[src/ddsup_pkg.sv]
// Shared types and constants for the distance duplicate suppression block.
// Used by the register file, distance pipeline and top level; no dependencies.
`default_nettype none
package ddsup_pkg;

    localparam int MAX_FUSED = 64;
    localparam int IDX_W     = $clog2(MAX_FUSED);
    localparam int CNT_W     = $clog2(MAX_FUSED + 1);

    localparam int POS_W     = 20;
    localparam int ENTRY_W   = 3 * POS_W;
    localparam int DIFF_W    = POS_W + 1;
    localparam int SQ_W      = 2 * POS_W + 1;
    localparam int SUM_W     = SQ_W + 2;
    localparam int THR_W     = 16;
    localparam int THR2_W    = 2 * THR_W;
    localparam int ID_W      = 32;
    localparam int INC_W     = 8;

    localparam int DUP_W     = 6;
    localparam int SCNT_W    = 7;

    localparam int PADDR_W   = 4;
    localparam int PDATA_W   = 32;

    localparam logic [THR_W-1:0] THR_RESET = THR_W'(500);
    localparam logic [INC_W-1:0] INC_RESET = INC_W'(1);

    typedef enum logic [1:0] {
        REG_THR    = 2'd0,
        REG_OFFSET = 2'd1,
        REG_INC    = 2'd2,
        REG_NONE   = 2'd3
    } t_reg_idx;

    typedef enum logic [1:0] {
        MODE_DET = 2'd0,
        MODE_END = 2'd1,
        MODE_NEW = 2'd2,
        MODE_RSV = 2'd3
    } t_mode;

    typedef enum logic [1:0] {
        STAT_KEPT = 2'd0,
        STAT_DUP  = 2'd1,
        STAT_FULL = 2'd2,
        STAT_CTRL = 2'd3
    } t_status;

    typedef enum logic [1:0] {
        S_IDLE,
        S_SCAN,
        S_FIN
    } t_state;

    typedef struct packed {
        logic [THR_W-1:0] thr;
        logic [ID_W-1:0]  offset;
        logic [INC_W-1:0] inc;
        logic             load_id;
    } t_cfg;

    typedef struct packed {
        logic             valid;
        logic             hit;
        logic [IDX_W-1:0] idx;
        logic             busy;
    } t_dist_res;

endpackage
`default_nettype wire

[src/ddsup_dist.sv]
// Three-stage squared-distance pipeline: difference, square, sum and compare.
// Depends on ddsup_pkg.
`default_nettype none
module ddsup_dist (
    input  wire logic                             i_clk,
    input  wire logic                             i_rst_n,
    input  wire logic                             i_valid,
    input  wire logic [ddsup_pkg::IDX_W-1:0]      i_idx,
    input  wire logic [ddsup_pkg::ENTRY_W-1:0]    i_entry,
    input  wire logic [ddsup_pkg::ENTRY_W-1:0]    i_query,
    input  wire logic [ddsup_pkg::THR_W-1:0]      i_thr,
    output ddsup_pkg::t_dist_res                  o_res
);

    localparam int PW = ddsup_pkg::POS_W;
    localparam int DW = ddsup_pkg::DIFF_W;
    localparam int QW = ddsup_pkg::SQ_W;
    localparam int SW = ddsup_pkg::SUM_W;

    logic                          r_v1, r_v2, r_v3;
    logic [ddsup_pkg::IDX_W-1:0]   r_i1, r_i2, r_i3;
    logic signed [DW-1:0]          r_dx, r_dy, r_dz;
    logic [QW-1:0]                 r_sx, r_sy, r_sz;
    logic [ddsup_pkg::THR2_W-1:0]  r_thr2;
    logic                          r_hit;

    logic signed [DW-1:0]          dx, dy, dz;
    logic signed [2*DW-1:0]        px, py, pz;
    logic [SW-1:0]                 sum;

    always_comb begin
        dx = $signed({i_query[PW-1], i_query[PW-1:0]})
           - $signed({i_entry[PW-1], i_entry[PW-1:0]});
        dy = $signed({i_query[2*PW-1], i_query[2*PW-1:PW]})
           - $signed({i_entry[2*PW-1], i_entry[2*PW-1:PW]});
        dz = $signed({i_query[3*PW-1], i_query[3*PW-1:2*PW]})
           - $signed({i_entry[3*PW-1], i_entry[3*PW-1:2*PW]});
        px = r_dx * r_dx;
        py = r_dy * r_dy;
        pz = r_dz * r_dz;
        sum = SW'(r_sx) + SW'(r_sy) + SW'(r_sz);
    end

    always_ff @(posedge i_clk) begin
        if (!i_rst_n) begin
            r_v1 <= 1'b0;
            r_v2 <= 1'b0;
            r_v3 <= 1'b0;
        end else begin
            r_v1 <= i_valid;
            r_v2 <= r_v1;
            r_v3 <= r_v2;
        end
    end

    always_ff @(posedge i_clk) begin
        r_thr2 <= ddsup_pkg::THR2_W'(i_thr) * ddsup_pkg::THR2_W'(i_thr);
        r_i1   <= i_idx;
        r_dx   <= dx;
        r_dy   <= dy;
        r_dz   <= dz;
        r_i2   <= r_i1;
        r_sx   <= px[QW-1:0];
        r_sy   <= py[QW-1:0];
        r_sz   <= pz[QW-1:0];
        r_i3   <= r_i2;
        r_hit  <= sum < SW'(r_thr2);
    end

    assign o_res.valid = r_v3;
    assign o_res.hit   = r_hit;
    assign o_res.idx   = r_i3;
    assign o_res.busy  = r_v1 || r_v2 || r_v3;

endmodule
`default_nettype wire

[config.mk]
export PLATFORM = sky130hd
export DESIGN_NAME = ddsup_dist
export DESIGN_NICKNAME = d
export VERILOG_FILES = /design/src/ddsup_pkg.sv /design/src/ddsup_dist.sv
export SDC_FILE = /design/constraint.sdc
export NUM_CORES = 2
export LEC_CHECK = 0
export BUFFER_PORTS_ARGS = -buffer_cell sky130_fd_sc_hd__buf_2
export CORE_ASPECT_RATIO = 0.9
export CORE_MARGIN = 2
export CORE_UTILIZATION = 45
export CTS_CLUSTER_SIZE = 20
export DETAILED_ROUTE_END_ITERATION = 10
export PLACE_DENSITY = 0.64
export SYNTH_ARGS = -nofsm -noshare
export SYNTH_HDL_FRONTEND = slang
export SYNTH_SLANG_ARGS = --single-unit
[constraint.sdc]
create_clock -name i_clk -period 8.95 [get_ports i_clk]
set_input_delay 0.4475 -clock i_clk [delete_from_list [all_inputs] [get_ports i_clk]]
set_output_delay 0.4475 -clock i_clk [all_outputs]
set_load 0.005 [all_outputs]
==> reports/metrics.csv <==
metric,value,unit
status,"complete, no violations",
Detail Placement HPWL,121000,µm
CTS tree,done,
Synthesis Warnings,0,
Max clock buf depth,3,
initial antenna violation count,1,
vias in the first global route,46100,
Synth Register Bits,236,
postcts setup bufs,0,
Multi-input gate area,49400,µm²
DR vias/cell,4.92,
type of element launching the critical path,flop,
global-route wire length before repair,236000,µm
Reg area,4720,µm²
clock insertion delay at the later pin of the skew report,0.63,ns
routability congestion estimate,0.880,
cell area after synthesis,62100,µm²
setup violators final,0,
CP max FO,17,
type of the most critical hold path,input port to flop,
clock tree sinks,236,
worst r2r src,r_dy[15],
"most common cell after layout, fill and taps aside",inv_1,
Core Area,137000,µm²
# DRC,0,
max-slew headroom at the worst pin,20.9,%
reg2reg end,r_sy[29],
Root Driver,clkbuf_16,
critical path type,flop to flop,
clock transition at the registers of the reported paths,0.06,ns
GRT Residual Overflow,0,
r2r worst-path depth,24,
hold path depth,2,
Worst Path Required,9.45,ns
Worst setup EP type,flop,
max frequency,127,MHz
arrival time worst endpoint,8.38,ns
Cell variety after synth,91,
Placement Setup Slack,1.11,ns
"Hold Vio Cnt, Final",0,
number of synthesized flops with an enable pin,0,
WHS,0.0675,ns
die width,396,µm
worst slew pin tran,1.19,ns
Worst Clk Skew,0.0234,ns
GRT Resource Usage Total,20.7,%
RSZ-0062 raised after global routing,false,
Die Height,356,µm
FILL cells,13000,
Placed Instances,8539,
largest net degree at the start of global routing,26,
most frequent cells in the layout,"1963 x inv_1, 1438 x fa_1, 588 x ha_1",
Std-Cell Rows,129,
fin worst setup slack,1.07,ns
Synth async-reset ratio,0,%
WL final,139000,µm
max-slew violations,0,
port bufs,153,
Routed Antenna Nets,0,
DRT iter0 DRCs,2182,
hold worst-path end,r_v2,
DIE AREA,141000,µm²
P&R area growth vs syn,6.46,%
htree depth,1,
via count,42300,
fraction of layout cells with a size suffix above 1,4.71,%
Worst Hold Launch,i_rst_n,
Tmin final,7.88,ns
starting density of the core,45.3,%
period utilization,88.0,%
router iterations before antenna repair,5,
Non-Filler Instances,8603,
ANT cells,0,
Mapped Cells,6666,
Avg WL per Cell,16.2,µm
TNS Setup,0,ns
sequential element share of the synthesized area,7.61,%
num ports,154,
Mapped Avg Cell Area,9.32,µm²
NumNets Final,8916,
dominant synthesized flop cell,dfxtp_1,
Register-to-Register Setup Slack,1.07,ns
clock buffer count from CTS,31,
max cap viols,0,
stage by stage:
stage	util [%]	area, µm²
2_1_floorplan	-	62100
4_1_cts	48.2	66100
5_1_grt	48.2	66100
6_report	48.2	66100
3_3_place_gp	47.3	64900
3_5_place_dp	47.3	64900
how the worst max path moves through the flow:
stage | cells after the start | slack (ns) | to | startpoint
6_report | 24 | 1.07 | r_sy[29] | r_dy[15]
5_1_grt | 24 | 0.61 | r_sy[29] | r_dy[15]
4_1_cts | 24 | 1.09 | r_sy[29] | r_dy[15]
3_5_place_dp | 24 | 1.11 | r_sy[29] | r_dy[15]
3_3_place_gp | 24 | 1.28 | r_sy[29] | r_dy[15]
2_1_floorplan | 25 | 1.68 | r_sx[38] | r_dx[20]
kinds of logic after synthesis:
family / count (synthesis) / share of synthesized area (%)
flops: 236 / 7.61
other cells: 2 / 0.0121
simple gates: 1378 / 10.6
buf+inv: 2132 / 12.9
mux: 8 / 0.141
xor+xnor: 268 / 3.78
fa+ha+maj: 2026 / 58.2
compound gates: 616 / 6.77
routing by layer:
| metal | up-vias | global-route usage (%) | wire, µm |
|---|---|---|---|
| met1 | 21300 | 29.2 | 63300 |
| met3 | 153 | 2.68 | 7580 |
| met2 | 955 | 34.4 | 65600 |
| met5 | - | 0 | 7 |
| met4 | 2 | 4.10 | 2890 |
| li1 | 19900 | - | - |
synthesized netlist by cell type, types with 23 or more instances:
cell	n	area, µm²
clkbuf_1	158	593
o21ai_0	92	460
o21bai_1	24	180
nor2_1	250	938
nand4_1	23	144
a21o_1	94	706
nor3_1	59	295
and2_1	273	1710
fa_1	1438	28800
inv_1	1963	7370
and3_1	29	181
xor2_1	71	622
o21a_1	29	218
nor2b_1	60	375
xnor2_1	197	1730
ha_1	588	7360
nand2b_1	43	269
nand3_1	41	205
dfxtp_1	236	4720
a21oi_1	189	946
nand2_1	547	2050
flip-flops by register name, summed over array words and instances (netlist names):
signal / flops
r_i2: 6
r_sy: 40
r_v3: 1
r_sz: 40
r_i3: 6
r_dy: 21
r_v1: 1
r_hit: 1
r_thr2: 31
r_dz: 21
r_dx: 21
r_sx: 40
r_v2: 1
r_i1: 6
worst max-delay path, stage by stage, from the launching register on:
cell and delay, ns:
dfxtp_1 0.80, inv_1 0.41, nor2_1 0.31, fa_1 0.48
fa_1 0.51, inv_1 0.05, fa_1 0.47, inv_1 0.05
fa_1 0.48, fa_1 0.50, fa_1 0.48, inv_1 0.05
fa_1 0.47, inv_1 0.04, ha_1 0.35, inv_1 0.11
or3_1 0.39, o41ai_2 0.52, o21ai_2 0.18, a31oi_4 0.29
o21ai_1 0.11, a21boi_1 0.23, o31a_1 0.20, nor4b_1 0.06
a211o_1 0.23
area by class of cell:
class / instances / area share (%)
Tap cell: 1834 / 3.47
Inverter: 1966 / 11.2
Clock buffer: 33 / 1.22
Clock inverter: 24 / 0.496
Multi-Input combinational cell: 4299 / 74.7
Timing Repair Buffer: 211 / 1.84
Sequential cell: 236 / 7.15
timing repair:
item / 4_1_cts / 5_1_grt
gates resized for setup: 0 / 0
hold buffers: 7 / 0
endpoints found under the hold margin: 7 / 0
Power is left out: the tool's default activity adds up to more than one toggle a clock period on the data nets, which glitch-free logic cannot reach.
