--- config.mk ---
export PLATFORM = sky130hd
export DESIGN_NAME = ddsup_ram
export DESIGN_NICKNAME = d
export VERILOG_FILES = /design/src/ddsup_ram.sv
export SDC_FILE = /design/constraint.sdc
export NUM_CORES = 1
export LEC_CHECK = 0
export ABC_CLOCK_PERIOD_IN_PS = 1750
export BUFFER_PORTS_ARGS = -buffer_cell sky130_fd_sc_hd__buf_2
export CAP_MARGIN = 25
export CORE_MARGIN = 2
export CORE_UTILIZATION = 25
export DETAILED_ROUTE_END_ITERATION = 8
export GPL_TIMING_DRIVEN = 0
export PLACE_DENSITY = 0.49
export SYNTH_ARGS = -nofsm -noshare
export SYNTH_HDL_FRONTEND = slang
export SYNTH_SLANG_ARGS = --single-unit
export TNS_END_PERCENT = 50
--- constraint.sdc ---
create_clock -name i_clk -period 1.75 [get_ports i_clk]
set_input_delay 0.35 -clock i_clk [delete_from_list [all_inputs] [get_ports i_clk]]
set_output_delay 0.35 -clock i_clk [all_outputs]
set_load 0.1 [all_outputs]
--- src/ddsup_ram.sv ---
// Generic single-write, single-read synchronous RAM with registered read data.
// No dependencies.
`default_nettype none
module ddsup_ram #(
    parameter int WIDTH  = 8,
    parameter int DEPTH  = 16,
    parameter int ADDR_W = $clog2(DEPTH)
) (
    input  wire logic              i_clk,
    input  wire logic              i_we,
    input  wire logic [ADDR_W-1:0] i_waddr,
    input  wire logic [WIDTH-1:0]  i_wdata,
    input  wire logic              i_re,
    input  wire logic [ADDR_W-1:0] i_raddr,
    output logic      [WIDTH-1:0]  o_rdata
);

    logic [WIDTH-1:0] r_mem [DEPTH];

    always_ff @(posedge i_clk) begin
        if (i_we) begin
            r_mem[i_waddr] <= i_wdata;
        end
        if (i_re) begin
            o_rdata <= r_mem[i_raddr];
        end
    end

endmodule
`default_nettype wire

==> impl_metrics.json, run 1 <==
{
  "hold_ws_ps": 282.7,
  "grt_antenna_before_repair": 0,
  "synth.largest_area_cell": "edfxtp_1",
  "gr-usage-met2_pct": 15.76,
  "post_cts_buffers": 0,
  "dieArea_sq_um": 22080,
  "finalSetupViolations": 0,
  "critPathBufInv": 0,
  "syn_area_sq_um": 5228,
  "grtUsageMet1_pct": 14.84,
  "fill_cells": 1945,
  "cts_htree_levels": 4,
  "synth_common_cells": "edfxtp_1, mux4_2, a22oi_1",
  "fin_nets": 295,
  "post_drt_wl_per_cell_microns": 19.50,
  "synth.most_common_cell": "edfxtp_1",
  "port_buffers": 25,
  "crit_fanout": 1,
  "worstSetupPathType": "reg2reg",
  "worst_setup_path_end_kind": "register",
  "grt_use_met3_pct": 3.712,
  "grt_util_all_layers_pct": 10.70,
  "drc": 0,
  "die_h_microns": 148.6,
  "postRouteAntennaNets": 0,
  "drtIter0Drc": 336,
  "vdd_drop_max_mv": 0.6626,
  "synth_area_per_cell_sq_um": 22.83,
  "period_minus_slack_ps": 1716,
  "path_delay_family": "multiplexers",
  "viasPerCell": 4.320,
  "ff_latch_area_sq_um": 4084,
  "multi_input_area_sq_um": 1062,
  "synth_seq_area_share_pct": 78.12,
  "post_cts_resized": 0,
  "crit_slowest_cell": "mux4_1",
  "placementRows": 52,
  "postCtsHoldBufs": 0,
  "cts_made_buffers": 17,
  "drt_wl_total_microns": 10900,
  "firstDrtPassIters": 4,
  "die_x_microns": 148.6,
  "hpwl_microns": 7099,
  "num_io_pins": 27,
  "grt_max_degree": 17,
  "status": "finished clean",
  "tightest_slew_ps": 878.9,
  "finalPower_mw": 7.659,
  "core_sq_um": 20360,
  "cts_tree": "built",
  "cp_data_required_time_ps": 1880,
  "vias": 2415,
  "yosysUniqueCellTypes": 18,
  "fmax_ghz": 0.5827,
  "final_util_pct": 30.95,
  "clock_path_buffers": 2,
  "synth-edff-count": 136,
  "tns_ps": 0,
  "synthTopCellsByArea": "edfxtp_1, mux4_2, mux4_1",
  "cts.sinks": 136,
  "hold_class": "in2reg",
  "area_growth_pct": 20.56,
  "cts_root_buf": "clkbuf_16",
  "period_share_pct": 98.07,
  "worst_ep_arrival_time_ps": 1850,
  "clkTransAtPathRegs_ps": 60,
  "initial_core_util_pct": 25.67,
  "diodes": 0,
  "grt_pass1_wl_microns": 16160,
  "synth_cells": 229,
  "slew_headroom_pct": 41.19,
  "grt_most_used_layer": "met2",
  "power_leakage_nw": 2.045,
  "cp-start-kind": "register",
  "slew_violations": 0,
  "rsz0062_at_grt": "false",
  "yosys_register_bits": 136,
  "yosysWarnings": 0,
  "fin_skew_ps": 6.116,
  "async_flop_share_pct": 0,
  "grt_overflow": 0,
  "path_cells": "mux4_1, a22oi_1, nand2_1",
  "power_density_nw_per_um2": 1215,
  "cpPeakStageDelay_ps": 570,
  "gp_congestion": 0.7161,
  "synth_top_area_share_pct": 78.12,
  "syn_nets": 248,
  "grt_pass1_vias": 2504,
  "synth_flop_cell": "edfxtp_1",
  "insertion_delay_ps": 410,
  "hold_viol": 0,
  "drive_gt1_share_pct": 29.07,
  "maxCapViolations": 0
}
[report_power, final]
group	leakage (nW)	switching (mW)	internal (mW)
Clock	0.274	1.28	2.22
Combinational	0.535	0.328	0.143
Sequential	1.24	0.0151	3.67
Total	2.05	1.63	6.03
[per-stage QoR]
stage	cell area [sq um]	cells	setup WS, ps
after CTS	6302	559	66.89
after floorplan	5233	229	117.6
final	6302	559	33.74
after global placement	5695	524	-456.1
after detailed placement	5715	527	-364.8
after global routing	6302	559	0.9929
[routing by layer]
metal	part of all wire, %	up-vias
li1	-	1078
met1	46	1250
met2	47	82
met3	6.3	5
met4	0.77	0
met5	0	-
[worst register-to-register path: stages (launching register included)]
cell and delay (ps):
edfxtp_1 370, mux4_1 570, a22oi_1 350, nand2_1 160
[path summary, 6_finish.rpt]
| kind | startpoint | to | slack, ps | cells past startpoint |
|---|---|---|---|---|
| worst min-delay path | i_re | o_rdata[1] | 280 | 1 |
| worst max register to register | r_mem[1][1] | o_rdata[1] | 30 | 3 |
| worst max-delay path | r_mem[1][1] | o_rdata[1] | 30 | 3 |
| worst min register to register | r_mem[14][7] | o_rdata[7] | 770 | 3 |
[layout by cell type (no fill, tap or decap), drive strengths merged]
cell	instances
mux4	32
nand2	9
edfxtp	136
or3b	1
buf	35
clkdlybuf4s25	3
and2	1
clkbuf	18
nor3	4
nand2b	2
clkinvlp	3
nand3b	2
nand3	1
nor2b	1
a22oi	16
bufinv	3
and2b	1
clkinv	8
nor2	13
[sequential cells by signal, indices dropped and copies added (netlist names)]
| register | flops |
|---|---|
| r_mem | 128 |
| o_rdata | 8 |
[final cells by class]
type,count,area share [%]
Timing Repair Buffer,28,2.303
Multi-Input combinational cell,83,16.86
Tap cell,270,5.360
Sequential cell,136,64.80
Clock inverter,14,2.501
Clock buffer,18,6.810
Buffer,10,1.370
[cells by family (layout without fill, tap and decap cells)]
logic type | Yosys count | count (layout) | share of synthesized area [%]
buffers and inverters | 10 | 70 | 1.651
AOI/OAI and AO/OA | 16 | 16 | 2.298
and+or+nand+nor | 35 | 35 | 3.136
DFF | 136 | 136 | 78.12
muxes | 32 | 32 | 14.79
(Power assumes the default switching activity.)
==> run 2: changes to the inputs <==
--- a/config.mk
+++ b/config.mk
@@ -10,6 +10,7 @@
 export CAP_MARGIN = 25
 export CORE_MARGIN = 2
 export CORE_UTILIZATION = 25
+export CTS_BUF_LIST = sky130_fd_sc_hd__clkbuf_2
 export DETAILED_ROUTE_END_ITERATION = 8
 export GPL_TIMING_DRIVEN = 0
 export PLACE_DENSITY = 0.49
==> constraint.sdc (replaced) <==
create_clock -name i_clk -period 1.75 [get_ports i_clk]
set_input_delay 0.35 -clock i_clk [delete_from_list [all_inputs] [get_ports i_clk]]
set_output_delay 0.35 -clock i_clk [all_outputs]
set_load 0.02 [all_outputs]
==> run 2 against run 1 <==
Effect of this change: setup slack about the same; die area unchanged; global-route usage decreased by 0.13 points; worst hold slack got worse by 97 ps; clock skew increased by 22 ps; register-to-register slack about the same; largest power group unchanged; sequential cell count unchanged.
==> impl_metrics.json, run 2 (synthesis results as in run 1) <==
{
  "crit-reg2reg-capture": "o_rdata[1]",
  "layout_common_cells": "edfxtp_1, buf_2, mux4_2, clkbuf_2",
  "final_util_pct": 29.77,
  "cp_data_required_time_ps": 2180,
  "worstSetupPathType": "reg2reg",
  "gp_congestion": 0.7161,
  "clkTransAtPathRegs_ps": 210,
  "cts_tree": "built",
  "die_h_microns": 148.6,
  "power_leakage_nw": 1.947,
  "die_x_microns": 148.6,
  "endpoint": "o_rdata[1]",
  "status": "finished clean",
  "period_minus_slack_ps": 1716,
  "worst_setup_path_end_kind": "register",
  "largest_reg_flops": 128,
  "crit_fanout": 1,
  "cts.sinks": 136,
  "cts_made_buffers": 17,
  "mostFrequentLayoutCell": "edfxtp_1",
  "port_buffers": 25,
  "hpwl_microns": 7099,
  "grt_overflow": 0,
  "fmax_ghz": 0.5827,
  "core_sq_um": 20360,
  "cts_htree_levels": 4,
  "cts_root_buf": "clkbuf_2",
  "initial_core_util_pct": 25.67,
  "cp-start-kind": "register",
  "startpoint": "r_mem[1][1]",
  "finalSetupViolations": 0,
  "post_cts_buffers": 0,
  "slew_violations": 0,
  "regMostFlops": "r_mem",
  "viasPerCell": 4.266,
  "drtIter0Drc": 333,
  "slew_headroom_pct": 40.31,
  "post_drt_wl_per_cell_microns": 19.27,
  "firstDrtPassIters": 4,
  "grt_antenna_before_repair": 0,
  "diodes": 0,
  "power_density_nw_per_um2": 986.0,
  "grt_max_degree": 17,
  "rr_worst_depth": 3,
  "fin_skew_ps": 28.10,
  "dieArea_sq_um": 22080,
  "clock_path_buffers": 2,
  "hold_class": "in2reg",
  "maxCapViolations": 0,
  "tightest_slew_ps": 892.0,
  "placementRows": 52,
  "postRouteAntennaNets": 0,
  "area_growth_pct": 15.99,
  "reg2reg_from": "r_mem[1][1]",
  "fin_nets": 304,
  "num_io_pins": 27,
  "hold_ws_ps": 185.3,
  "drt_wl_total_microns": 10940,
  "drive_gt1_share_pct": 29.19,
  "drc": 0,
  "r2r_slack_ps": 30,
  "reg_top3": "r_mem: 128 flops, o_rdata: 8 flops",
  "insertion_delay_ps": 670,
  "worst_ep_arrival_time_ps": 2150,
  "rsz0062_at_grt": "false",
  "hold_viol": 0,
  "vias": 2423,
  "period_share_pct": 98.07,
  "grt_pass1_vias": 2515,
  "vdd_drop_max_mv": 0.5451,
  "grt_pass1_wl_microns": 16100,
  "grt_util_all_layers_pct": 10.58,
  "tns_ps": 0
}
## run 2: cell types whose count changed in the layout (fill, tap and decap cells not counted), sizes merged
cell	change
dlygate4sd3	+9
## run 2: critical path, cell delays in order (launching register included)
cell and delay [ps]:
edfxtp_1 410, mux4_1 560, a22oi_1 350, nand2_1 170
## run 2: what timing repair did
action                                  CTS  global route
hold buffers                              8             1
gates resized for setup                   0             2
endpoints found under the setup margin    0             2
hold endpoints to repair                 88             8
## run 2: layout make-up
| cell class | instances | area, sq um |
|---|---|---|
| flip-flops and latches | 136 | 4084 |
| repair buffers | 37 | 235.2 |
| well taps | 270 | 337.8 |
| multi-input cells | 83 | 1072 |
| fillers | 1980 | 14300 |
| plain buffers | 10 | 86.33 |
| clock buffers | 18 | 90.09 |
| clock inverters | 14 | 157.7 |
## run 2: per-layer routing
layer	track usage (%)	part of all wire, %	vias up
met2	15.74	47	71
li1	-	-	1091
met3	3.804	4.8	6
met1	14.78	47	1255
met4	2.714	0.83	0
met5	0	0	-
## run 2: per-stage QoR
stage	area [sq um]	power (mW)	std cells	worst slack, ps
2_1_floorplan	5233	3.958	229	117.6
3_3_place_gp	5695	4.126	524	-456.1
3_5_place_dp	5715	4.140	527	-364.8
4_1_cts	6043	6.039	567	50.12
5_1_grt	6063	6.244	568	0.2343
6_report	6063	5.978	568	33.82
## run 2: worst min path at each step
stage	start	to	depth (start not counted)
6_report	i_waddr[0]	r_mem[4][1]	2
4_1_cts	i_wdata[3]	r_mem[5][3]	1
2_1_floorplan	i_wdata[0]	r_mem[0][0]	0
5_1_grt	i_waddr[0]	r_mem[12][4]	2
3_3_place_gp	i_re	o_rdata[1]	1
3_5_place_dp	i_re	o_rdata[1]	1
## run 2: report_power, final
part           switching (mW)  internal, mW  leakage, nW
sequential             0.0151          3.66         1.24
combinational           0.239         0.157        0.573
clock                    1.12         0.782        0.138
==> run 3: changes to the inputs <==
--- a/config.mk
+++ b/config.mk
@@ -8,6 +8,7 @@
 export ABC_CLOCK_PERIOD_IN_PS = 1750
 export BUFFER_PORTS_ARGS = -buffer_cell sky130_fd_sc_hd__buf_2
 export CAP_MARGIN = 25
+export CORE_ASPECT_RATIO = 1.5
 export CORE_MARGIN = 2
 export CORE_UTILIZATION = 25
 export CTS_BUF_LIST = sky130_fd_sc_hd__clkbuf_2
==> run 3 against run 2 <==
Effect of this change: wire length is 1.5% lower; sequential cell count did not move; count of clock-buffer cells in the layout stayed put; total power shrank 3.0%; clock skew shrank 2.2 ps; worst hold slack lost 94 ps; cell count down 2.3%; register-to-register slack improved by 90 ps; via count increased by 1.2%; global-route usage is 0.40 points lower; clock power decreased by 8%.
==> impl_metrics.json, run 3 (synthesis results as in run 1) <==
{
  "clock_path_buffers": 2,
  "reg_top3": "r_mem: 128 flops, o_rdata: 8 flops",
  "port_buffers": 25,
  "largest_reg_flops": 128,
  "layout_common_cells": "edfxtp_1, buf_2, mux4_2, clkbuf_2, a22oi_1",
  "die_h_microns": 181.1,
  "period_share_pct": 93.08,
  "core_sq_um": 20500,
  "cts_htree_levels": 4,
  "fmax_ghz": 0.6139,
  "grt_max_degree": 17,
  "regMostFlops": "r_mem",
  "cts.sinks": 136,
  "grt_pass1_wl_microns": 15750,
  "initial_core_util_pct": 25.50,
  "vdd_drop_max_mv": 0.3158,
  "cts_tree": "built",
  "grt_overflow": 0,
  "dieArea_sq_um": 22110,
  "crit_slowest_cell": "mux4_1",
  "num_io_pins": 27,
  "drtIter0Drc": 184,
  "post_drt_wl_per_cell_microns": 19.42,
  "dp_cells": 521,
  "path_delay_family": "multiplexers",
  "maxCapViolations": 0,
  "insertion_delay_ps": 650,
  "placementRows": 64,
  "grt_pass1_vias": 2482,
  "place_area_sq_um": 5703,
  "hold_class": "in2reg",
  "post-place-ws_ps": -308.9,
  "cpPeakStageDelay_ps": 550,
  "fill_cells": 2075,
  "grt_util_all_layers_pct": 10.17,
  "postRouteAntennaNets": 0,
  "clkTransAtPathRegs_ps": 210,
  "crit_fanout": 1,
  "fin_skew_ps": 25.86,
  "hold_ws_ps": 90.97,
  "wl_met3_microns": 490,
  "worst_ep_arrival_time_ps": 2030,
  "slew_headroom_pct": 42.99,
  "drive_gt1_share_pct": 30.34,
  "power_leakage_nw": 1.910,
  "hpwl_microns": 7148,
  "worst_setup_path_end_kind": "register",
  "firstDrtPassIters": 7,
  "die_x_microns": 122.1,
  "hold_viol": 0,
  "path_cells": "mux4_1, a22oi_1, nand2_1",
  "tightest_slew_ps": 852.0,
  "cp-start-kind": "register",
  "gp_congestion": 0.7542,
  "top_layer": "met4",
  "viasPerCell": 4.420,
  "status": "finished clean",
  "cp_data_required_time_ps": 2150,
  "critPathBufInv": 0,
  "slew_violations": 0,
  "cts_made_buffers": 17,
  "cts_root_buf": "clkbuf_2",
  "postCtsHoldBufs": 1,
  "drt_wl_total_microns": 10780,
  "finalSetupViolations": 0,
  "mostFrequentLayoutCell": "edfxtp_1",
  "grt_antenna_before_repair": 1,
  "layout_setup_ws_ps": 121.0,
  "stdcell_area_sq_um": 5938,
  "m1WireLength_microns": 4552,
  "power_density_nw_per_um2": 976.7,
  "vias": 2453,
  "area_growth_pct": 13.60,
  "drc": 0,
  "finalPower_mw": 5.800,
  "worstSetupPathType": "reg2reg",
  "period_minus_slack_ps": 1629,
  "rsz0062_at_grt": "false",
  "post_cts_resized": 0,
  "fin_nets": 296,
  "post_cts_buffers": 0,
  "met2_wirelength_microns": 5625,
  "fin_cells": 555,
  "tns_ps": 0,
  "final_util_pct": 28.97
}
## run 3: cell count changes in the layout (fill, tap and decap cells not counted), sizes merged
cell         delta
dlygate4sd3     -8
bufinv          -1
inv             +1
diode           +1
## run 3: final timing paths
kind                start            to  slack, ps  depth (start not counted)
max           r_mem[1][3]    o_rdata[3]        120                          3
min            i_wdata[6]  r_mem[13][6]         90                          1
max reg2reg   r_mem[1][3]    o_rdata[3]        120                          3
min reg2reg  r_mem[15][2]    o_rdata[2]        800                          3
## run 3: layout make-up
cell class | instances | area [sq um] | share of cell area [%]
diodes | 1 | 2.502 | 0.04214
plain buffers | 10 | 86.33 | 1.454
clock buffers | 18 | 90.09 | 1.517
clock inverters | 14 | 132.6 | 2.233
multi-input cells | 83 | 1062 | 17.89
flip-flops and latches | 136 | 4084 | 68.77
well taps | 264 | 330.3 | 5.563
repair buffers | 29 | 150.1 | 2.528
## run 3: where the power goes
part	internal, mW	total [mW]	leakage (nW)	switching (mW)
combinational	0.144	0.374	0.540	0.230
clock	0.641	1.75	0.135	1.11
sequential	3.66	3.68	1.24	0.0144
## run 3: per-layer routing
| layer | GRT usage (%) | up-vias |
|---|---|---|
| li1 | - | 1078 |
| met5 | 0 | - |
| met3 | 2.683 | 7 |
| met2 | 16.69 | 79 |
| met4 | 3.310 | 0 |
| met1 | 13.04 | 1289 |
