### src/ddsup_pkg.sv
// Shared types and constants for the distance duplicate suppression block.
// Used by the register file, distance pipeline and top level; no dependencies.
`default_nettype none
package ddsup_pkg;

    localparam int MAX_FUSED = 64;
    localparam int IDX_W     = $clog2(MAX_FUSED);
    localparam int CNT_W     = $clog2(MAX_FUSED + 1);

    localparam int POS_W     = 20;
    localparam int ENTRY_W   = 3 * POS_W;
    localparam int DIFF_W    = POS_W + 1;
    localparam int SQ_W      = 2 * POS_W + 1;
    localparam int SUM_W     = SQ_W + 2;
    localparam int THR_W     = 16;
    localparam int THR2_W    = 2 * THR_W;
    localparam int ID_W      = 32;
    localparam int INC_W     = 8;

    localparam int DUP_W     = 6;
    localparam int SCNT_W    = 7;

    localparam int PADDR_W   = 4;
    localparam int PDATA_W   = 32;

    localparam logic [THR_W-1:0] THR_RESET = THR_W'(500);
    localparam logic [INC_W-1:0] INC_RESET = INC_W'(1);

    typedef enum logic [1:0] {
        REG_THR    = 2'd0,
        REG_OFFSET = 2'd1,
        REG_INC    = 2'd2,
        REG_NONE   = 2'd3
    } t_reg_idx;

    typedef enum logic [1:0] {
        MODE_DET = 2'd0,
        MODE_END = 2'd1,
        MODE_NEW = 2'd2,
        MODE_RSV = 2'd3
    } t_mode;

    typedef enum logic [1:0] {
        STAT_KEPT = 2'd0,
        STAT_DUP  = 2'd1,
        STAT_FULL = 2'd2,
        STAT_CTRL = 2'd3
    } t_status;

    typedef enum logic [1:0] {
        S_IDLE,
        S_SCAN,
        S_FIN
    } t_state;

    typedef struct packed {
        logic [THR_W-1:0] thr;
        logic [ID_W-1:0]  offset;
        logic [INC_W-1:0] inc;
        logic             load_id;
    } t_cfg;

    typedef struct packed {
        logic             valid;
        logic             hit;
        logic [IDX_W-1:0] idx;
        logic             busy;
    } t_dist_res;

endpackage
`default_nettype wire

### src/ddsup_regs.sv
// APB configuration registers: threshold, id offset and id increment.
// Depends on ddsup_pkg.
`default_nettype none
module ddsup_regs (
    input  wire logic                          i_clk,
    input  wire logic                          i_rst_n,
    input  wire logic                          psel,
    input  wire logic                          penable,
    input  wire logic                          pwrite,
    input  wire logic [ddsup_pkg::PADDR_W-1:0] paddr,
    input  wire logic [ddsup_pkg::PDATA_W-1:0] pwdata,
    output logic      [ddsup_pkg::PDATA_W-1:0] prdata,
    output logic                               pready,
    output ddsup_pkg::t_cfg                    o_cfg
);

    logic [ddsup_pkg::THR_W-1:0] r_thr;
    logic [ddsup_pkg::ID_W-1:0]  r_offset;
    logic [ddsup_pkg::INC_W-1:0] r_inc;
    logic                        r_load;
    logic                        wr_en;
    ddsup_pkg::t_reg_idx         idx;

    assign pready = 1'b1;
    assign wr_en  = psel && penable && pwrite && pready;
    assign idx    = ddsup_pkg::t_reg_idx'(paddr[3:2]);

    always_ff @(posedge i_clk) begin
        if (!i_rst_n) begin
            r_thr    <= ddsup_pkg::THR_RESET;
            r_offset <= '0;
            r_inc    <= ddsup_pkg::INC_RESET;
            r_load   <= 1'b0;
        end else begin
            r_load <= 1'b0;
            if (wr_en) begin
                unique case (idx)
                    ddsup_pkg::REG_THR: begin
                        r_thr <= pwdata[ddsup_pkg::THR_W-1:0];
                    end
                    ddsup_pkg::REG_OFFSET: begin
                        r_offset <= pwdata[ddsup_pkg::ID_W-1:0];
                        r_load   <= 1'b1;
                    end
                    ddsup_pkg::REG_INC: begin
                        r_inc <= pwdata[ddsup_pkg::INC_W-1:0];
                    end
                    default: begin
                    end
                endcase
            end
        end
    end

    always_comb begin
        unique case (idx)
            ddsup_pkg::REG_THR:    prdata = ddsup_pkg::PDATA_W'(r_thr);
            ddsup_pkg::REG_OFFSET: prdata = ddsup_pkg::PDATA_W'(r_offset);
            ddsup_pkg::REG_INC:    prdata = ddsup_pkg::PDATA_W'(r_inc);
            default:               prdata = '0;
        endcase
    end

    assign o_cfg.thr     = r_thr;
    assign o_cfg.offset  = r_offset;
    assign o_cfg.inc     = r_inc;
    assign o_cfg.load_id = r_load;

endmodule
`default_nettype wire

### config.mk
export PLATFORM = sky130hd
export DESIGN_NAME = ddsup_regs
export DESIGN_NICKNAME = d
export VERILOG_FILES = /design/src/ddsup_pkg.sv /design/src/ddsup_regs.sv
export SDC_FILE = /design/constraint.sdc
export NUM_CORES = 1
export LEC_CHECK = 0
export ABC_CLOCK_PERIOD_IN_PS = 3850
export BUFFER_PORTS_ARGS = -buffer_cell sky130_fd_sc_hd__buf_2
export CORE_MARGIN = 3
export CORE_UTILIZATION = 45
export DETAILED_ROUTE_END_ITERATION = 12
export PLACE_DENSITY = 0.78
export SLEW_MARGIN = 20
export SYNTH_ARGS = -nofsm -noshare
export SYNTH_HDL_FRONTEND = slang
export SYNTH_SLANG_ARGS = --single-unit
### constraint.sdc
create_clock -name i_clk -period 3.85 [get_ports i_clk]
set_clock_uncertainty 0.2 [all_clocks]
set_input_delay 0.9625 -clock i_clk [delete_from_list [all_inputs] [get_ports i_clk]]
set_output_delay 0.9625 -clock i_clk [all_outputs]
set_load 0.05 [all_outputs]
==> flow_summary_export.csv, run 1 <==
group,metric,value,unit
detailed_routing,routedWlPerCell,13.2,um
timing,min_period_over_period,83.0,%
detailed_routing,num_vias,2358,
clock_tree,tritoncts,"built",
detailed_routing,drcViolationCount,0,
clock_tree,htree_levels,3,
setup_path,required,2.69,ns
synth,synthDistinctLibCells,18,
hold_path,hold_path.class,"reg -> reg",
die,fp-row-count,27,
power_and_ir_drop,p_per_area,356,nW/um2
synth,synth_area_leaders,"dfxtp_1, mux2i_1, nand2_1",
power_and_ir_drop,peakVddDrop,0.194,mV
timing,finalHoldViolCount,0,
detailed_routing,wl,6520,um
die,dieArea,6930,um2
placement,gp_congestion,0.745,
die,io_pins,131,
clock_tree,cts_buffers,9,
grt,grt_pass1_wl,10700,um
timing,tns,0,ns
layout,drive_gt1_share,36.0,%
setup_path,crit_fanout,24,
clock_tree,cts.sinks,57,
detailed_routing,detail_route.iter0.violations,78,
layout,fin_cells,494,
run_status,status,"complete, no violations",
setup_path,path_class,"in -> out",
die,die_h,83.2,um
power_and_ir_drop,p_leak,1.71,nW
hold_path,min_path_cells,2,
timing,slew_headroom,55.4,%
layout,area_growth,29.6,%
synth,avgSynthCellArea,9.07,um2
timing,worstMarginPinSlew,0.669,ns
placement,port_buffers,127,
setup_path,crit_path_start_kind,"primary input",
detailed_routing,drtPass1Iterations,2,
die,core-area,5640,um2
clock_tree,clk_pin_slew,0.06,ns
timing,setup_viol,0,
clock_tree,cts_hold_buffers,0,
placement,placed_cells,478,
grt,grt_usage,18.9,%
synth,syn_inst,296,
clock_tree,post_cts_resized,0,
detailed_routing,antenna_left,0,
layout,fillCellCount,504,
synth,synth.largest_area_cell,"dfxtp_1",
die,start_util,47.6,%
power_and_ir_drop,finalPower,1.24,mW
timing,rsz0062_at_grt,"false",
timing,period_minus_slack,3.19,ns
placement,dp_hpwl,4780,um
grt,antenna_found_initial,0,
layout,diodes,0,
synth,yosys.area.top_type_share,42.5,%
detailed_routing,vias_per_cell,4.77,
setup_path,arrival,2.03,ns
setup_path,endpoint_kind,"output pin",
run,cap_violations,0,
clock_tree,cts_buffer_depth,2,
synth,synth-seq-cells,57,
grt,grt_overflow_total,0,
clock_tree,cts_setup_buffers,0,
die,die_w,83.2,um
synth,syn_nets,337,
grt,grt_max_degree,43,
grt,grt_pass1_vias,2269,
clock_tree,cts-root-buf,"clkbuf_8",
clock_tree,insertion_delay,0.32,ns
synth,ys_seq_area_share,42.5,%
setup_path,reg2regPathDepth,2,
timing,drv_slew,0,
layout,final_nets,458,
timing,max_clock_freq,0.313,GHz
synth,synth_warnings,0,
synth,synth_area,2680,um2
==> logic make-up (layout without fill, tap and decap cells) <==
group / count (synthesis) / count (layout) / synth area share [%]
and+or+nand+nor: 133 / 133 / 22.7
other: 1 / 1 / 0.140
DFF: 57 / 57 / 42.5
AOI/OAI and AO/OA: 8 / 8 / 1.49
muxes: 72 / 72 / 26.9
buffers and inverters: 25 / 151 / 6.34
==> state kept, by name (all words and copies together) (netlist names) <==
register / cells
r_offset: 32
r_thr: 16
r_inc: 8
r_load: 1
==> routing by layer <==
metal | track usage, % | wire (um)
met3 | 3.87 | 309
met4 | 9.51 | 149
met2 | 32.5 | 3310
met5 | 0 | 0
met1 | 22.1 | 2750
==> cells in the final DEF, fill, tap and decap left out, drive strengths merged <==
cell    count
buf       135
nand2      89
mux2i      72
dfxtp      57
and2       17
nor2b      14
clkbuf     13
nor2        8
o21ai       8
clkinv      3
and2b       1
nand3       1
nor3        1
nor3b       1
or3b        1
conb        1
==> final timing paths <==
check	from	to	slack [ns]
worst min-delay path	r_offset[19]	r_offset[19]	0.27
worst max register to register	r_thr[4]	r_thr[4]	2.95
worst min register to register	r_offset[19]	r_offset[19]	0.27
worst max-delay path	paddr[2]	prdata[1]	0.66
==> per-stage QoR <==
| stage | utilization (%) | instance area (um2) | hold slack [ns] | setup slack [ns] |
|---|---|---|---|---|
| 2_1_floorplan | - | 2680 | 0.476 | 0.190 |
| 6_report | 61.7 | 3480 | 0.269 | 0.655 |
| 5_1_grt | 61.7 | 3480 | 0.286 | 0.514 |
| 3_3_place_gp | 58.6 | 3300 | 0.248 | 0.643 |
| 3_5_place_dp | 58.6 | 3300 | 0.262 | 0.623 |
| 4_1_cts | 61.7 | 3480 | 0.272 | 0.619 |
==> worst max-delay path, stage by stage <==
cell and delay (ns):
buf_2 0.23, and2b_1 0.16, buf_4 0.23, nand2_1 0.07, o21ai_0 0.07, buf_2 0.29
==> Yosys cell counts (all sizes together) <==
master and number:
and2 17, and2b 1, buf 17, clkbuf 8
conb 1, dfxtp 57, mux2i 72, nand2 89
nand3 1, nor2 8, nor2b 14, nor3 1
nor3b 1, o21ai 8, or3b 1
==> area by class of cell <==
type | instances | area (um2) | share of cell area, %
Timing Repair Buffer | 135 | 696 | 20.0
Clock buffer | 13 | 159 | 4.57
Clock inverter | 3 | 15.0 | 0.432
Tap cell | 72 | 90.1 | 2.59
Multi-Input combinational cell | 214 | 1380 | 39.6
Sequential cell | 57 | 1140 | 32.8
==> report_power, final <==
part	switching, mW	internal [mW]	leakage [nW]
registers	0.00554	0.598	0.460
logic	0.105	0.0480	1.15
clock network	0.217	0.266	0.0932
(Power assumes the default switching activity.)
==> run 2, diff against run 1 <==
- ABC_AREA: default -> 1
- ABC_CLOCK_PERIOD_IN_PS: 3850 -> 3300
- clock period: 3.85 -> 3.3 ns (I/O delays scaled with it)
==> flow_summary_export.csv, run 2 <==
group,metric,value,unit
grt,grt_max_degree,58,
detailed_routing,top_layer_used,"met4",
power_and_ir_drop,p_leak,1.90,nW
detailed_routing,wl_met2,3810,um
clock_tree,post_cts_resized,0,
layout,diodes,0,
detailed_routing,drt-met1-wl,3130,um
layout,final_cell_mix,"buf_2, nor2_1, nand2_1",
grt,grt_usage,22.1,%
placement,place_area,3380,um2
synth,synth_area_leaders,"dfxtp_1, nor2_1, nand2_1",
die,die_w,83.4,um
die,start_util,47.7,%
synth,syn_nets,464,
synth,synth_flop_cell,"dfxtp_1",
clock_tree,clk_pin_slew,0.06,ns
power_and_ir_drop,p_per_area,425,nW/um2
setup_path,endpoint_kind,"output pin",
grt,grt_pass1_vias,2702,
detailed_routing,detail_route.iter0.violations,139,
die,core-area,5640,um2
clock_tree,htree_levels,3,
clock_tree,cts-root-buf,"clkbuf_8",
timing,drv_slew,0,
setup_path,crit_path_end,"prdata[0]",
timing,slew_headroom,33.3,%
setup_path,crit_fanout,38,
grt,grt_pass1_wl,12500,um
setup_path,ff2ff_setup_slack,2.42,ns
detailed_routing,wl_met3,505,um
clock_tree,cts_buffers,9,
timing,finalHoldViolCount,0,
setup_path,r2r-end,"r_offset[8]",
setup_path,cp-startpoint,"paddr[2]",
detailed_routing,drcViolationCount,0,
synth,synth_edf_count,0,
timing,period_minus_slack,2.82,ns
clock_tree,cts_setup_buffers,0,
layout,final_common_cell,"buf_2",
placement,gp_congestion,0.784,
timing,setup_slack,0.479,ns
synth,syn_inst,423,
layout,top_register,"r_offset",
setup_path,arrival,1.80,ns
timing,max_clock_freq,0.354,GHz
setup_path,reg2regPathDepth,2,
setup_path,required,2.27,ns
setup_path,path_class,"in -> out",
die,fp-row-count,27,
placement,placed_cells,604,
synth,synthArstFlopShare,0,%
layout,largest_reg_flops,32,
layout,area_growth,31.3,%
grt,grt_overflow_total,0,
detailed_routing,vias_per_cell,4.77,
power_and_ir_drop,peakVddDrop,0.253,mV
placement,dp_hpwl,5300,um
synth,synth_area,2690,um2
grt,antenna_found_initial,0,
synth,synth.largest_area_cell,"dfxtp_1",
detailed_routing,wl,7560,um
layout,stdcell_area,3530,um2
detailed_routing,antenna_left,0,
run,cap_violations,0,
timing,worstMarginPinSlew,1.00,ns
clock_tree,cts_hold_buffers,0,
clock_tree,cts.sinks,57,
timing,rsz0062_at_grt,"false",
timing,setup_viol,0,
synth,synth-seq-cells,57,
layout,fin_cells,619,
synth,avgSynthCellArea,6.37,um2
die,die_h,83.4,um
power_and_ir_drop,finalPower,1.50,mW
clock_tree,insertion_delay,0.32,ns
die,dieArea,6950,um2
synth,synthTopCellsByCount,"nor2_1, nand2_1, nand3_1",
placement,port_buffers,127,
synth,yosys.area.top_type_share,42.4,%
layout,final_util,62.7,%
synth,ys_seq_area_share,42.4,%
detailed_routing,routedWlPerCell,12.2,um
layout,reg.largest.list,"r_offset x32, r_thr x16, r_inc x8",
layout,drive_gt1_share,28.2,%
timing,whs,0.285,ns
die,io_pins,131,
placement,dp_slack,0.487,ns
clock_tree,tritoncts,"built",
hold_path,hold_path.class,"reg -> reg",
synth,synth_most_common_cell,"nor2_1",
detailed_routing,num_vias,2954,
run_status,status,"complete, no violations",
setup_path,crit_path_start_kind,"primary input",
synth,synth_warnings,0,
detailed_routing,drtPass1Iterations,4,
setup_path,reg2reg_from,"r_offset[8]",
timing,tns,0,ns
synth,synthDistinctLibCells,15,
clock_tree,cts_buffer_depth,2,
timing,min_period_over_period,85.5,%
layout,final_nets,584,
run 2: cell types whose count changed in the layout (fill, tap and decap cells not counted), sizes merged, moves of 3 or more:
cell	change
clkinv	-3
nand3	+64
nand2	+3
mux2i	-72
inv	+51
nor2b	-14
and2	-17
a22o	+8
nor2	+114
o21ai	-7
run 2: layout make-up:
class | instances | area, um2
multi-input cells | 289 | 1230
flip-flops and latches | 57 | 1140
clock buffers | 15 | 156
repair buffers | 135 | 721
well taps | 72 | 90.1
inverters | 51 | 191
fillers | 554 | 2110
run 2: report_power, final:
group	leakage, nW	internal, mW	switching [mW]
clock network	0.0778	0.290	0.246
registers	0.462	0.704	0.0116
logic	1.36	0.0689	0.181
run 2: how the worst min path moves through the flow:
stage / from / endpoint / slack, ns / depth (start not counted)
2_1_floorplan: r_thr[2] / r_thr[2] / 0.50 / 2
3_3_place_gp: r_thr[5] / r_thr[5] / 0.26 / 2
3_5_place_dp: r_thr[6] / r_thr[6] / 0.27 / 2
4_1_cts: r_thr[2] / r_thr[2] / 0.29 / 2
5_1_grt: r_thr[6] / r_thr[6] / 0.31 / 2
6_report: r_thr[2] / r_thr[2] / 0.29 / 2
run 2: kinds of logic after synthesis:
logic type | synth area share, %
buf+inv | 12.2
simple gates | 42.5
other cells | 0.139
compound gates | 2.79
flops | 42.4
run 2: critical path: stages:
cell	delay, ns
buf_2	0.14
inv_2	0.07
nor2_4	0.12
buf_12	0.21
nand2_1	0.07
nand3_1	0.08
buf_2	0.26
run 2: metal layers:
metal / GRT usage [%] / vias up
met5: 0 / -
met1: 25.9 / 1327
met3: 5.46 / 11
met4: 8.92 / 0
met2: 38.3 / 96
li1: - / 1520
==> run 3, diff against run 2 <==
- CELL_PAD_IN_SITES_DETAIL_PLACEMENT: default -> 0
- CELL_PAD_IN_SITES_GLOBAL_PLACEMENT: default -> 2
- CORE_UTILIZATION: 45 -> 22
- CTS_CLUSTER_DIAMETER: default -> 60
- PLACE_DENSITY: 0.78 -> default
- PLACE_DENSITY_LB_ADDON: default -> 0.1
==> flow_summary_export.csv, run 3 (same netlist as run 2, synthesis figures left out) <==
group,metric,value,unit
hold_path,min_to,"r_thr[6]",
detailed_routing,num_vias,2941,
placement,dp_hpwl,6510,um
setup_path,ff2ff_setup_slack,2.50,ns
power_and_ir_drop,p_leak,1.98,nW
clock_tree,cts_hold_buffers,0,
hold_path,min_path_cells,2,
setup_path,crit_fanout,16,
setup_path,path_class,"in -> out",
layout,final_nets,590,
layout,area_growth,40.7,%
layout,final_util,32.4,%
grt,grt_pass1_wl,14300,um
timing,rsz0062_at_grt,"false",
setup_path,crit_path_start_kind,"primary input",
hold_path,hold_path.class,"reg -> reg",
timing,period_minus_slack,2.87,ns
setup_path,required,2.27,ns
power_and_ir_drop,peakVddDrop,0.239,mV
setup_path,r2r-end,"r_inc[6]",
timing,drv_slew,0,
clock_tree,cts.sinks,57,
placement,placed_cells,681,
power_and_ir_drop,p_per_area,502,nW/um2
timing,tns,0,ns
run,cap_violations,0,
timing,worstMarginPinSlew,0.647,ns
grt,grt_overflow_total,0,
setup_path,arrival,1.84,ns
detailed_routing,vias_per_cell,4.22,
setup_path,reg2reg_from,"r_inc[6]",
clock_tree,tritoncts,"built",
detailed_routing,detail_route.iter0.violations,124,
grt,grt_usage,13.7,%
timing,min_period_over_period,86.8,%
clock_tree,cts-root-buf,"clkbuf_16",
grt,grt_max_degree,25,
layout,largest_reg_flops,32,
placement,gp_congestion,0.719,
setup_path,reg2regPathDepth,2,
clock_tree,insertion_delay,0.32,ns
die,core-area,11700,um2
layout,final_common_cell,"buf_2",
layout,final_cell_mix,"buf_2, nor2_1, nand2_1",
layout,top_register,"r_offset",
layout,diodes,0,
grt,grt_pass1_vias,2642,
placement,port_buffers,127,
clock_tree,post_cts_resized,0,
detailed_routing,antenna_left,0,
detailed_routing,drtPass1Iterations,4,
clock_tree,clk_pin_slew,0.05,ns
detailed_routing,drcViolationCount,0,
layout,drive_gt1_share,30.0,%
detailed_routing,routedWlPerCell,13.4,um
timing,max_clock_freq,0.349,GHz
die,dieArea,13600,um2
hold_path,worstHoldStart,"r_thr[6]",
layout,fillCellCount,1295,
die,io_pins,131,
die,start_util,23.0,%
die,fp-row-count,39,
clock_tree,cts_buffer_depth,2,
clock_tree,cts_setup_buffers,0,
layout,reg.largest.list,"r_offset x32, r_thr x16, r_inc x8",
timing,slew_headroom,56.7,%
grt,antenna_found_initial,0,
setup_path,endpoint_kind,"output pin",
run_status,status,"complete, no violations",
clock_tree,htree_levels,3,
layout,fin_cells,697,
timing,finalHoldViolCount,0,
die,die_h,117,um
timing,setup_viol,0,
clock_tree,cts_buffers,9,
detailed_routing,wl,9330,um
die,die_w,117,um
-- run 3: cell count changes in the layout (fill, tap and decap cells not counted), moves of 2 or more --
cell,delta
buf_4,+8
clkbuf_16,+9
clkinv_2,+2
clkbuf_8,-10
clkinvlp_4,+3
buf_12,-2
clkbuf_1,-5
-- run 3: routing by layer --
| metal | global-route usage, % | wire, um |
|---|---|---|
| met3 | 2.59 | 497 |
| met5 | 0 | 0 |
| met4 | 5.28 | 137 |
| met1 | 18.4 | 4530 |
| met2 | 21.8 | 4160 |
-- run 3: critical path, cell delays in order --
cell and delay (ns):
buf_2 0.14, inv_2 0.07, nor2_4 0.08, buf_4 0.24, nand2_1 0.07, nand3_1 0.12, buf_2 0.28
-- run 3: worst max-delay path by stage --
stage          startpoint         end  slack (ns)
2_1_floorplan    paddr[3]  prdata[16]        0.42
3_3_place_gp     paddr[2]   prdata[0]        0.44
3_5_place_dp     paddr[2]   prdata[0]        0.42
4_1_cts          paddr[2]   prdata[0]        0.42
5_1_grt          paddr[2]   prdata[0]        0.30
6_report         paddr[2]   prdata[0]        0.43
-- run 3: power by group --
part           internal (mW)  switching (mW)
combinational         0.0696           0.188
sequential             0.704          0.0118
clock                  0.582           0.346
-- run 3: final cells by class --
type	instances	area, um2	share of cell area [%]
clock inverter	7	71.3	1.88
multi-input combinational	289	1240	32.7
inverter	51	191	5.05
clock buffer	9	225	5.94
sequential	57	1140	30.1
tap	143	179	4.72
timing repair buffer	141	741	19.6
-- run 3: metrics by stage --
step / cell area, um2 / hold slack [ns] / setup WS, ns / total power, mW
6_report: 3790 / 0.281 / 0.435 / 1.90
3_5_place_dp: 3490 / 0.268 / 0.421 / 0.991
2_1_floorplan: 2690 / 0.501 / 0.421 / 0.908
3_3_place_gp: 3490 / 0.266 / 0.437 / 0.990
5_1_grt: 3790 / 0.313 / 0.300 / 1.98
4_1_cts: 3790 / 0.285 / 0.421 / 1.93
